$ cat src/hw/rtl/assert_macros.svh
// Assertion macros used by the RMS decimator back end.
`ifndef ASSERT_MACROS_SVH
`define ASSERT_MACROS_SVH

// Immediate implication: cond holds, then prop holds in the same cycle.
`define RMSD_ASSERT_IMPL(lbl, cond, prop) \
    lbl: assert property (@(posedge clk) disable iff (!rst_n) (cond) |-> (prop)) \
        else $error("rmsd assertion failed");

// Next-cycle implication: cond holds, then prop holds in the next cycle.
`define RMSD_ASSERT_NEXT(lbl, cond, prop) \
    lbl: assert property (@(posedge clk) disable iff (!rst_n) (cond) |=> (prop)) \
        else $error("rmsd assertion failed");

`endif

$ cat src/hw/rtl/rmsd_pkg.sv
// Package: types and constants of the block RMS decimator.
`default_nettype none
package rmsd_pkg;
    localparam int TIME_BITS   = 32;
    localparam int SAMPLE_BITS = 16;
    localparam int MAX_BLOCK   = 256;
    localparam int CNT_BITS    = 9;
    localparam int TSUM_BITS   = 40;
    localparam int VSUM_BITS   = 25;
    localparam int SQSUM_BITS  = 39;
    localparam int MAG_BITS    = 24;
    localparam int NN_BITS     = 17;
    localparam int DIV_BITS    = 48;
    localparam int SQ_BITS     = 32;
    localparam int SQ_STEPS    = SQ_BITS / 2;

    typedef struct packed {
        logic [TIME_BITS-1:0]          sample_time;
        logic signed [SAMPLE_BITS-1:0] sample_value;
    } sample_t;

    typedef struct packed {
        logic [TIME_BITS-1:0]   mean_time;
        logic [SAMPLE_BITS-1:0] rms_value;
    } result_t;

    // One closed block handed from front to back.
    typedef struct packed {
        logic [CNT_BITS-1:0]         n;
        logic [TSUM_BITS-1:0]        tsum;
        logic signed [VSUM_BITS-1:0] vsum;
        logic [SQSUM_BITS-1:0]       sqsum;
    } block_t;
endpackage
`default_nettype wire

$ cat src/hw/rtl/rmsd_front.sv
// Front end: block size register and per-sample accumulation.
`default_nettype none
module rmsd_front (
    input  wire logic                          clk,
    input  wire logic                          rst_n,
    input  wire logic                          cfg_valid,
    input  wire logic [rmsd_pkg::CNT_BITS-1:0] cfg_data,
    input  wire logic                          accept,
    input  wire rmsd_pkg::sample_t             sample,
    output rmsd_pkg::block_t                   push_data,
    output logic                               push
);
    logic [rmsd_pkg::CNT_BITS-1:0]         block_size_reg;
    logic [rmsd_pkg::CNT_BITS-1:0]         count_reg, count_next, n_eff;
    logic [rmsd_pkg::TSUM_BITS-1:0]        tsum_reg, tsum_next;
    logic signed [rmsd_pkg::VSUM_BITS-1:0] vsum_reg, vsum_next;
    logic [rmsd_pkg::SQSUM_BITS-1:0]       sqsum_reg, sqsum_next;
    logic signed [2*rmsd_pkg::SAMPLE_BITS-1:0] sq;
    logic close;

    always_comb
    begin
        if (block_size_reg == '0)
            n_eff = rmsd_pkg::CNT_BITS'(1);
        else if (block_size_reg > rmsd_pkg::CNT_BITS'(rmsd_pkg::MAX_BLOCK))
            n_eff = rmsd_pkg::CNT_BITS'(rmsd_pkg::MAX_BLOCK);
        else
            n_eff = block_size_reg;
        sq         = sample.sample_value * sample.sample_value;
        count_next = count_reg + rmsd_pkg::CNT_BITS'(1);
        tsum_next  = tsum_reg + rmsd_pkg::TSUM_BITS'(sample.sample_time);
        vsum_next  = vsum_reg + rmsd_pkg::VSUM_BITS'(sample.sample_value);
        sqsum_next = sqsum_reg + rmsd_pkg::SQSUM_BITS'($unsigned(sq));
        close      = (count_next >= n_eff);
        push       = accept && close;
        push_data.n     = count_next;
        push_data.tsum  = tsum_next;
        push_data.vsum  = vsum_next;
        push_data.sqsum = sqsum_next;
    end

    always_ff @(posedge clk or negedge rst_n)
    begin
        if (!rst_n)
        begin
            block_size_reg <= rmsd_pkg::CNT_BITS'(2);
            count_reg      <= '0;
            tsum_reg       <= '0;
            vsum_reg       <= '0;
            sqsum_reg      <= '0;
        end
        else
        begin
            if (cfg_valid)
                block_size_reg <= cfg_data;
            if (accept)
            begin
                if (close)
                begin
                    count_reg <= '0;
                    tsum_reg  <= '0;
                    vsum_reg  <= '0;
                    sqsum_reg <= '0;
                end
                else
                begin
                    count_reg <= count_next;
                    tsum_reg  <= tsum_next;
                    vsum_reg  <= vsum_next;
                    sqsum_reg <= sqsum_next;
                end
            end
        end
    end
endmodule
`default_nettype wire

$ cat src/hw/rtl/rmsd_fifo.sv
// Two-entry queue of closed blocks between front and back.
`default_nettype none
module rmsd_fifo (
    input  wire logic             clk,
    input  wire logic             rst_n,
    input  wire logic             push,
    input  wire rmsd_pkg::block_t push_data,
    input  wire logic             pop,
    output rmsd_pkg::block_t      head,
    output logic                  empty,
    output logic                  full
);
    rmsd_pkg::block_t mem_reg [2];
    logic       wr_ptr_reg, rd_ptr_reg;
    logic [1:0] count_reg;

    assign head  = mem_reg[rd_ptr_reg];
    assign empty = (count_reg == 2'd0);
    assign full  = (count_reg == 2'd2);

    always_ff @(posedge clk)
    begin
        if (push)
            mem_reg[wr_ptr_reg] <= push_data;
    end

    always_ff @(posedge clk or negedge rst_n)
    begin
        if (!rst_n)
        begin
            wr_ptr_reg <= 1'b0;
            rd_ptr_reg <= 1'b0;
            count_reg  <= 2'd0;
        end
        else
        begin
            if (push)
                wr_ptr_reg <= ~wr_ptr_reg;
            if (pop)
                rd_ptr_reg <= ~rd_ptr_reg;
            if (push && !pop)
                count_reg <= count_reg + 2'd1;
            else if (pop && !push)
                count_reg <= count_reg - 2'd1;
        end
    end
endmodule
`default_nettype wire

$ cat src/hw/rtl/rmsd_back.sv
// Back end: variance numerator, serial divisions, integer root, result register.
`default_nettype none
`include "assert_macros.svh"
module rmsd_back (
    input  wire logic             clk,
    input  wire logic             rst_n,
    input  wire rmsd_pkg::block_t head,
    input  wire logic             empty,
    output logic                  pop,
    output logic                  result_valid,
    input  wire logic             result_stall,
    output rmsd_pkg::result_t     result_data
);
    localparam logic [2:0] S_IDLE = 3'd0;
    localparam logic [2:0] S_MUL  = 3'd1;
    localparam logic [2:0] S_DIFF = 3'd2;
    localparam logic [2:0] S_DIV  = 3'd3;
    localparam logic [2:0] S_SQRT = 3'd4;
    localparam logic [2:0] S_DONE = 3'd5;
    localparam int DSTEP_BITS = $clog2(rmsd_pkg::DIV_BITS);
    localparam int SSTEP_BITS = $clog2(rmsd_pkg::SQ_STEPS);
    localparam int RT_BITS    = rmsd_pkg::CNT_BITS + 1;
    localparam int RV_BITS    = rmsd_pkg::NN_BITS + 1;

    logic [2:0] state_reg;
    rmsd_pkg::block_t blk_reg;
    logic [rmsd_pkg::DIV_BITS-1:0] prod1_reg, prod2_reg, vdiv_reg, tdiv_reg;
    logic [rmsd_pkg::NN_BITS-1:0]  nn_reg;
    logic [RV_BITS-1:0]            rv_reg;
    logic [RT_BITS-1:0]            rt_reg;
    logic [DSTEP_BITS-1:0]         dstep_reg;
    logic [SSTEP_BITS-1:0]         sstep_reg;
    logic [rmsd_pkg::SQ_BITS-1:0]  sv_reg, sr_reg, sbit_reg;
    logic [rmsd_pkg::SQ_BITS-1:0]  sv_next, sr_next;
    rmsd_pkg::result_t             result_reg;
    logic                          result_valid_reg;

    logic [rmsd_pkg::MAG_BITS-1:0]  mag;
    logic signed [rmsd_pkg::VSUM_BITS-1:0] vneg;
    logic [RV_BITS-1:0]  rv_sh, rv_next;
    logic [RT_BITS-1:0]  rt_sh, rt_next;
    logic                qv, qt;
    logic [rmsd_pkg::SQ_BITS-1:0] trial;

    always_comb
    begin
        vneg = -blk_reg.vsum;
        mag  = blk_reg.vsum[rmsd_pkg::VSUM_BITS-1] ?
               rmsd_pkg::MAG_BITS'(vneg) : rmsd_pkg::MAG_BITS'(blk_reg.vsum);
        // one restoring step of each division
        rv_sh   = {rv_reg[RV_BITS-2:0], vdiv_reg[rmsd_pkg::DIV_BITS-1]};
        qv      = (rv_sh >= RV_BITS'(nn_reg));
        rv_next = qv ? rv_sh - RV_BITS'(nn_reg) : rv_sh;
        rt_sh   = {rt_reg[RT_BITS-2:0], tdiv_reg[rmsd_pkg::DIV_BITS-1]};
        qt      = (rt_sh >= RT_BITS'(blk_reg.n));
        rt_next = qt ? rt_sh - RT_BITS'(blk_reg.n) : rt_sh;
        // one digit of the root
        trial = sr_reg + sbit_reg;
        if (sv_reg >= trial)
        begin
            sv_next = sv_reg - trial;
            sr_next = (sr_reg >> 1) + sbit_reg;
        end
        else
        begin
            sv_next = sv_reg;
            sr_next = sr_reg >> 1;
        end
        pop = (state_reg == S_IDLE) && !empty;
    end

    assign result_valid = result_valid_reg;
    assign result_data  = result_reg;

    always_ff @(posedge clk)
    begin
        case (state_reg)
            S_IDLE:
                if (!empty)
                    blk_reg <= head;
            S_MUL:
            begin
                prod1_reg <= rmsd_pkg::DIV_BITS'(blk_reg.n)
                             * rmsd_pkg::DIV_BITS'(blk_reg.sqsum);
                prod2_reg <= rmsd_pkg::DIV_BITS'(mag) * rmsd_pkg::DIV_BITS'(mag);
                tdiv_reg  <= rmsd_pkg::DIV_BITS'(blk_reg.tsum);
            end
            S_DIFF:
            begin
                vdiv_reg <= prod1_reg - prod2_reg;
                nn_reg   <= rmsd_pkg::NN_BITS'(blk_reg.n) * rmsd_pkg::NN_BITS'(blk_reg.n);
                rv_reg   <= '0;
                rt_reg   <= '0;
            end
            S_DIV:
            begin
                vdiv_reg <= {vdiv_reg[rmsd_pkg::DIV_BITS-2:0], qv};
                tdiv_reg <= {tdiv_reg[rmsd_pkg::DIV_BITS-2:0], qt};
                rv_reg   <= rv_next;
                rt_reg   <= rt_next;
                if (dstep_reg == DSTEP_BITS'(rmsd_pkg::DIV_BITS - 1))
                begin
                    sv_reg   <= {vdiv_reg[rmsd_pkg::SQ_BITS-2:0], qv};
                    sr_reg   <= '0;
                    sbit_reg <= rmsd_pkg::SQ_BITS'(1) << (rmsd_pkg::SQ_BITS - 2);
                end
            end
            S_SQRT:
            begin
                sv_reg   <= sv_next;
                sr_reg   <= sr_next;
                sbit_reg <= sbit_reg >> 2;
            end
            default:
            begin
            end
        endcase
        if (state_reg == S_DONE && !(result_valid_reg && result_stall))
        begin
            result_reg.mean_time <= tdiv_reg[rmsd_pkg::TIME_BITS-1:0];
            result_reg.rms_value <= sr_reg[rmsd_pkg::SAMPLE_BITS-1:0];
        end
    end

    always_ff @(posedge clk or negedge rst_n)
    begin
        if (!rst_n)
        begin
            state_reg        <= S_IDLE;
            dstep_reg        <= '0;
            sstep_reg        <= '0;
            result_valid_reg <= 1'b0;
        end
        else
        begin
            // a new result replaces the one taken at this edge
            if (state_reg == S_DONE && !(result_valid_reg && result_stall))
                result_valid_reg <= 1'b1;
            else if (result_valid_reg && !result_stall)
                result_valid_reg <= 1'b0;
            case (state_reg)
                S_IDLE:
                    if (!empty)
                        state_reg <= S_MUL;
                S_MUL:
                    state_reg <= S_DIFF;
                S_DIFF:
                begin
                    dstep_reg <= '0;
                    state_reg <= S_DIV;
                end
                S_DIV:
                begin
                    dstep_reg <= dstep_reg + DSTEP_BITS'(1);
                    if (dstep_reg == DSTEP_BITS'(rmsd_pkg::DIV_BITS - 1))
                    begin
                        sstep_reg <= '0;
                        state_reg <= S_SQRT;
                    end
                end
                S_SQRT:
                begin
                    sstep_reg <= sstep_reg + SSTEP_BITS'(1);
                    if (sstep_reg == SSTEP_BITS'(rmsd_pkg::SQ_STEPS - 1))
                        state_reg <= S_DONE;
                end
                S_DONE:
                    if (!(result_valid_reg && result_stall))
                        state_reg <= S_IDLE;
                default:
                    state_reg <= S_IDLE;
            endcase
        end
    end

    `RMSD_ASSERT_IMPL(a_pop_idle, pop, state_reg == S_IDLE)
    `RMSD_ASSERT_NEXT(a_done_holds, state_reg == S_DONE && result_valid_reg && result_stall,
                      state_reg == S_DONE)
    `RMSD_ASSERT_IMPL(a_div_range, state_reg == S_DIV,
                      dstep_reg <= DSTEP_BITS'(rmsd_pkg::DIV_BITS - 1))
endmodule
`default_nettype wire

$ cat src/hw/rtl/block_rms_decimator.sv
// Top level of the block RMS decimator: front, block queue and back end.
//
//  channel   | handshake              | payload
//  ----------+------------------------+-----------------------------------
//  sample    | sample_valid/_stall    | sample_data  (time, signed value)
//  result    | result_valid/_stall    | result_data  (mean time, rms)
//  config    | cfg_valid/cfg_ready    | cfg_data     (block size)
//
// Samples are taken one per cycle; sample_stall rises only when the
// two-entry block queue is full. The back end works on one closed block
// at a time, in order: pop, two products, difference, two 48-step
// restoring dividers run side by side for time and variance, a 16-step
// root, result load; with small blocks that loop sets the sustained rate;
// a stalled result holds the back end in its last state. Reset clears all
// accumulators and sets size to 2.
`default_nettype none
module block_rms_decimator (
    input  wire logic                          clk,
    input  wire logic                          rst_n,
    input  wire logic                          sample_valid,
    output logic                               sample_stall,
    input  wire rmsd_pkg::sample_t             sample_data,
    output logic                               result_valid,
    input  wire logic                          result_stall,
    output rmsd_pkg::result_t                  result_data,
    input  wire logic                          cfg_valid,
    output logic                               cfg_ready,
    input  wire logic [rmsd_pkg::CNT_BITS-1:0] cfg_data
);
    rmsd_pkg::block_t push_data, head;
    logic push, pop, empty, full, accept;

    // the queue full flag alone throttles input
    assign sample_stall = full;
    assign accept       = sample_valid && !full;
    assign cfg_ready    = 1'b1;

    rmsd_front u_front (
        .clk       (clk),
        .rst_n     (rst_n),
        .cfg_valid (cfg_valid),
        .cfg_data  (cfg_data),
        .accept    (accept),
        .sample    (sample_data),
        .push_data (push_data),
        .push      (push)
    );

    rmsd_fifo u_fifo (
        .clk       (clk),
        .rst_n     (rst_n),
        .push      (push),
        .push_data (push_data),
        .pop       (pop),
        .head      (head),
        .empty     (empty),
        .full      (full)
    );

    rmsd_back u_back (
        .clk          (clk),
        .rst_n        (rst_n),
        .head         (head),
        .empty        (empty),
        .pop          (pop),
        .result_valid (result_valid),
        .result_stall (result_stall),
        .result_data  (result_data)
    );
endmodule
`default_nettype wire
$ cat config.mk
export PLATFORM = sky130hd
export DESIGN_NAME = block_rms_decimator
export DESIGN_NICKNAME = d
export VERILOG_FILES = /design/src/hw/rtl/rmsd_pkg.sv /design/src/hw/rtl/rmsd_front.sv /design/src/hw/rtl/rmsd_fifo.sv /design/src/hw/rtl/rmsd_back.sv /design/src/hw/rtl/block_rms_decimator.sv
export VERILOG_INCLUDE_DIRS = /design/src /design/src/hw/rtl
export SDC_FILE = /design/constraint.sdc
export NUM_CORES = 2
export LEC_CHECK = 0
export ABC_AREA = 1
export BUFFER_PORTS_ARGS = -buffer_cell sky130_fd_sc_hd__buf_2
export CORE_ASPECT_RATIO = 1.4
export CORE_MARGIN = 4
export CORE_UTILIZATION = 35
export CTS_CLUSTER_SIZE = 16
export DETAILED_ROUTE_END_ITERATION = 7
export PLACE_DENSITY = 0.51
export SLEW_MARGIN = 20
export SYNTH_ARGS = -nofsm -noshare
export SYNTH_HDL_FRONTEND = slang
export SYNTH_SLANG_ARGS = --single-unit
$ cat constraint.sdc
create_clock -name clk -period 9.8 [get_ports clk]
set_input_delay 1.96 -clock clk [delete_from_list [all_inputs] [get_ports clk]]
set_output_delay 1.96 -clock clk [all_outputs]
set_load 0.02 [all_outputs]
==> results by group <==
Global routing
  – Pin count of the biggest net entering global routing: about 120
  – First-pass GRT wire length: 440,000 um
  – Antenna violations before repair: 8
  – Gr ovfl total: 0
  – Number of global-route vias before repair: 75,097
  – Overall track demand over capacity in global routing: 21.8%

Floorplan
  – Number of primary I/O pins: 113
  – Standard cell core area: roughly 250,000 um^2
  – Die outline height: 605 um
  – Horiz. Die Dim: 435 um
  – Die area: 263,000 um^2
  – Starting density of the core: 35.1%
  – Number of cell rows: between 200 and 250

Placed design
  – Detailed-placement wirelength estimate: 235,000 um
  – I/O Buffers: 111
  – Final weighted congestion in routability-driven placement: roughly 1

Yosys
  – Syn avg cell area: 7.91 um^2
  – Register bit count reported by yosys: 840
  – Count of distinct cell types in the synthesized netlist: 69
  – Number of standard cells after synthesis: 11,264
  – Post-synthesis async set-or-reset flop share: 16.7%
  – EDFF count, synth: 700
  – Post-synthesis sequential area ratio: 27.5%
  – Area of the mapped netlist: 89,100 um^2
  – Top FF cell, synth: edfxtp_1
  – Ys Warns: 0
  – Synthesized Nets: 12,886

Timing
  – Slew headroom: roughly 30%
  – Fin Setup TNS: 0 ps
  – Number of setup violations in the final report: 0
  – Fmax: 0.112 GHz
  – Clock period minus final worst setup slack: 8950 ps
  – Setup Skew: about 100 ps
  – Setup repair after global routing missed its margin: no
  – Number of pins exceeding their max-slew limit in the final report: 0
  – Final period util: about nine tenths
  – Slew at the pin with the worst max-slew slack: 1040 ps
  – Number of endpoints with negative hold slack in the final report: 0

Clock network
  – Level count of the clock H-tree: 3
  – Number of clock sinks: 840
  – TritonCTS clock tree: yes
  – TritonCTS buffer count: 93
  – Gates resized, CTS repair: 0
  – Maximum clock insertion buffer count: 3
  – Clock Latency Late Sink: 770 ps
  – CTS hold repair buffers: 0
  – Clock root buffer master: clkbuf_16
  – CTS clk-pin slew, worst paths: roughly 60 ps
  – Buffers inserted during post-CTS setup optimization: 0

Worst setup path
  – Critical path capture point type: flip-flop
  – Worst Path Class, Setup: in -> reg
  – Data required, critical path: 10,250 ps
  – Worst Path Max Fanout: 12
  – Element type at the critical path start: input port
  – Signal arrival time at the worst endpoint: around 9400 ps

Route
  – Remaining DRCs: 0
  – Wire per inst: 19.5 um
  – Drt first-iter violations: 3,907
  – Routed via count divided by cell count: 4.85
  – Number of vias in the routed layout: 71,317
  – Number of antenna-violating nets in the routed design: 0
  – Router iterations before antenna repair: 6
  – Detailed-route wire length: 287,000 um

Final layout
  – Most frequent standard cell in the layout excluding fill and tap cells: nand2_1
  – Max FFs per register: 226
  – Fraction of final layout cells sized beyond drive strength 1: 4.20%
  – Commonest cells after routing, fill and taps aside: nand2_1 (3,388), inv_1 (2,368), fa_1 (957), nor2_1 (844), edfxtp_1 (700)
  – Total number of nets in the final design: 12,931
  – Layout Area Growth over Synthesis: 8.72%

Min path
  – Worst hold-check path type: reg -> reg

Job
  – Count of maximum capacitance violations: 0

Outcome
  – Run status: finished clean
synthesized netlist by cell type (4+ instances only):
library cell  count  share of area (%)
nor4_1            9              0.063
nand2_2          19               0.13
a211oi_1          4              0.034
nor2_2           17               0.12
a21boi_0          8              0.067
nand3_1         447                2.5
nand2_1        3389                 14
or2_2            20               0.14
o211ai_1          7              0.059
edfxtp_1        700                 24
mux2_2            6              0.076
ha_1            603                8.5
clkbuf_1        157               0.66
dfrtp_1         139                3.9
xor2_1          179                1.8
and3_1            4              0.028
nor3_1           95               0.53
xnor2_1          98               0.96
a31oi_1           9              0.063
nor2_4            4              0.051
nand4_1         132               0.93
o21ai_1           4              0.022
buf_4             7              0.059
and2_1           57               0.40
nor2_1          851                3.6
fa_1            957                 21
o21a_1           10              0.084
nand2b_1          6              0.042
clkinv_1          6              0.025
nand3b_1         42               0.35
a21oi_1         394                2.2
inv_1          2370                 10
buf_1            37               0.16
o21ai_0         286                1.6
o21bai_1         43               0.36
a21o_1           30               0.25
inv_2            13              0.055
buf_2            57               0.32
metal layers:
metal  global-route usage [%]  share of wire (%)
met3                     1.93                2.9
met4                     10.3                5.6
met1                     24.1                 38
met2                     41.5                 53
met5                        0             0.0087
path summary, 6_finish.rpt:
kind | slack, ps | cells past startpoint | start | endpoint
worst max-delay path | 850 | 28 | sample_data[8] | u_fifo.mem_reg[1][37]
worst min-delay path | 450 | 0 | u_back.tdiv_reg[28] | u_back.result_data[44]
worst max register to register | 1140 | 29 | u_back.blk_reg[39] | u_back.prod2_reg[40]
worst min register to register | 450 | 0 | u_back.tdiv_reg[28] | u_back.result_data[44]
max in group asynchronous | 7250 | 2 | rst_n | u_fifo.rd_ptr_reg
min in group asynchronous | 1110 | 1 | rst_n | u_back.state_reg[2]
critical path, stage by stage:
cell,delay [ps]
buf_2,320
buf_4,240
nand2_1,90
fa_1,500
inv_1,80
fa_1,490
fa_1,570
fa_1,430
fa_1,490
inv_1,50
fa_1,470
inv_1,40
ha_1,410
nand2_1,160
nor2_1,220
inv_1,80
nor3_1,540
nand4_1,440
nand4_1,170
nand2_1,70
ha_1,420
nand2_1,160
nor2_1,300
nand2_1,160
nor3_1,210
nand3_1,130
nand4_1,110
nand2_1,90
kinds of logic (layout without fill, tap and decap cells):
kind of cell	count (synthesis)	in the layout	share of synthesized area (%)
multiplexers	6	6	0.0758
other	1	3	0.00421
buffers and inverters	2653	2779	11.3
AO/OA/AOI/OAI	816	816	4.99
XOR/XNOR	278	278	2.75
adder cells (fa/ha/maj)	1560	1560	30.0
AND/OR/NAND/NOR	5110	5110	23.4
flip-flops	840	840	27.5
through the flow:
stage | cells | worst slack [ps] | area (um^2) | utilization, % | hold slack [ps]
floorplan | 11264 | 1150 | 89100 | - | 427
global placement | 14529 | 79.2 | 93600 | 36.9 | 438
detailed placement | 14529 | 134 | 93600 | 36.9 | 438
CTS | 14705 | 935 | 96900 | 38.2 | 451
global route | 14706 | 569 | 96900 | 38.2 | 473
finish | 14707 | 849 | 96900 | 38.2 | 451
area by class of cell:
type	instances	area (um^2)
Clock inverter	44	643
Timing Repair Buffer	213	1370
Antenna cell	2	5.00
Multi-Input combinational cell	7771	54600
Clock buffer	132	2640
Sequential cell	840	24500
Fill cell	26576	157000
Tap cell	3315	4150
Inverter	2390	8980
Power is not shown: default switching activity piles up to over one toggle a cycle in this logic, so the estimate is an artifact.
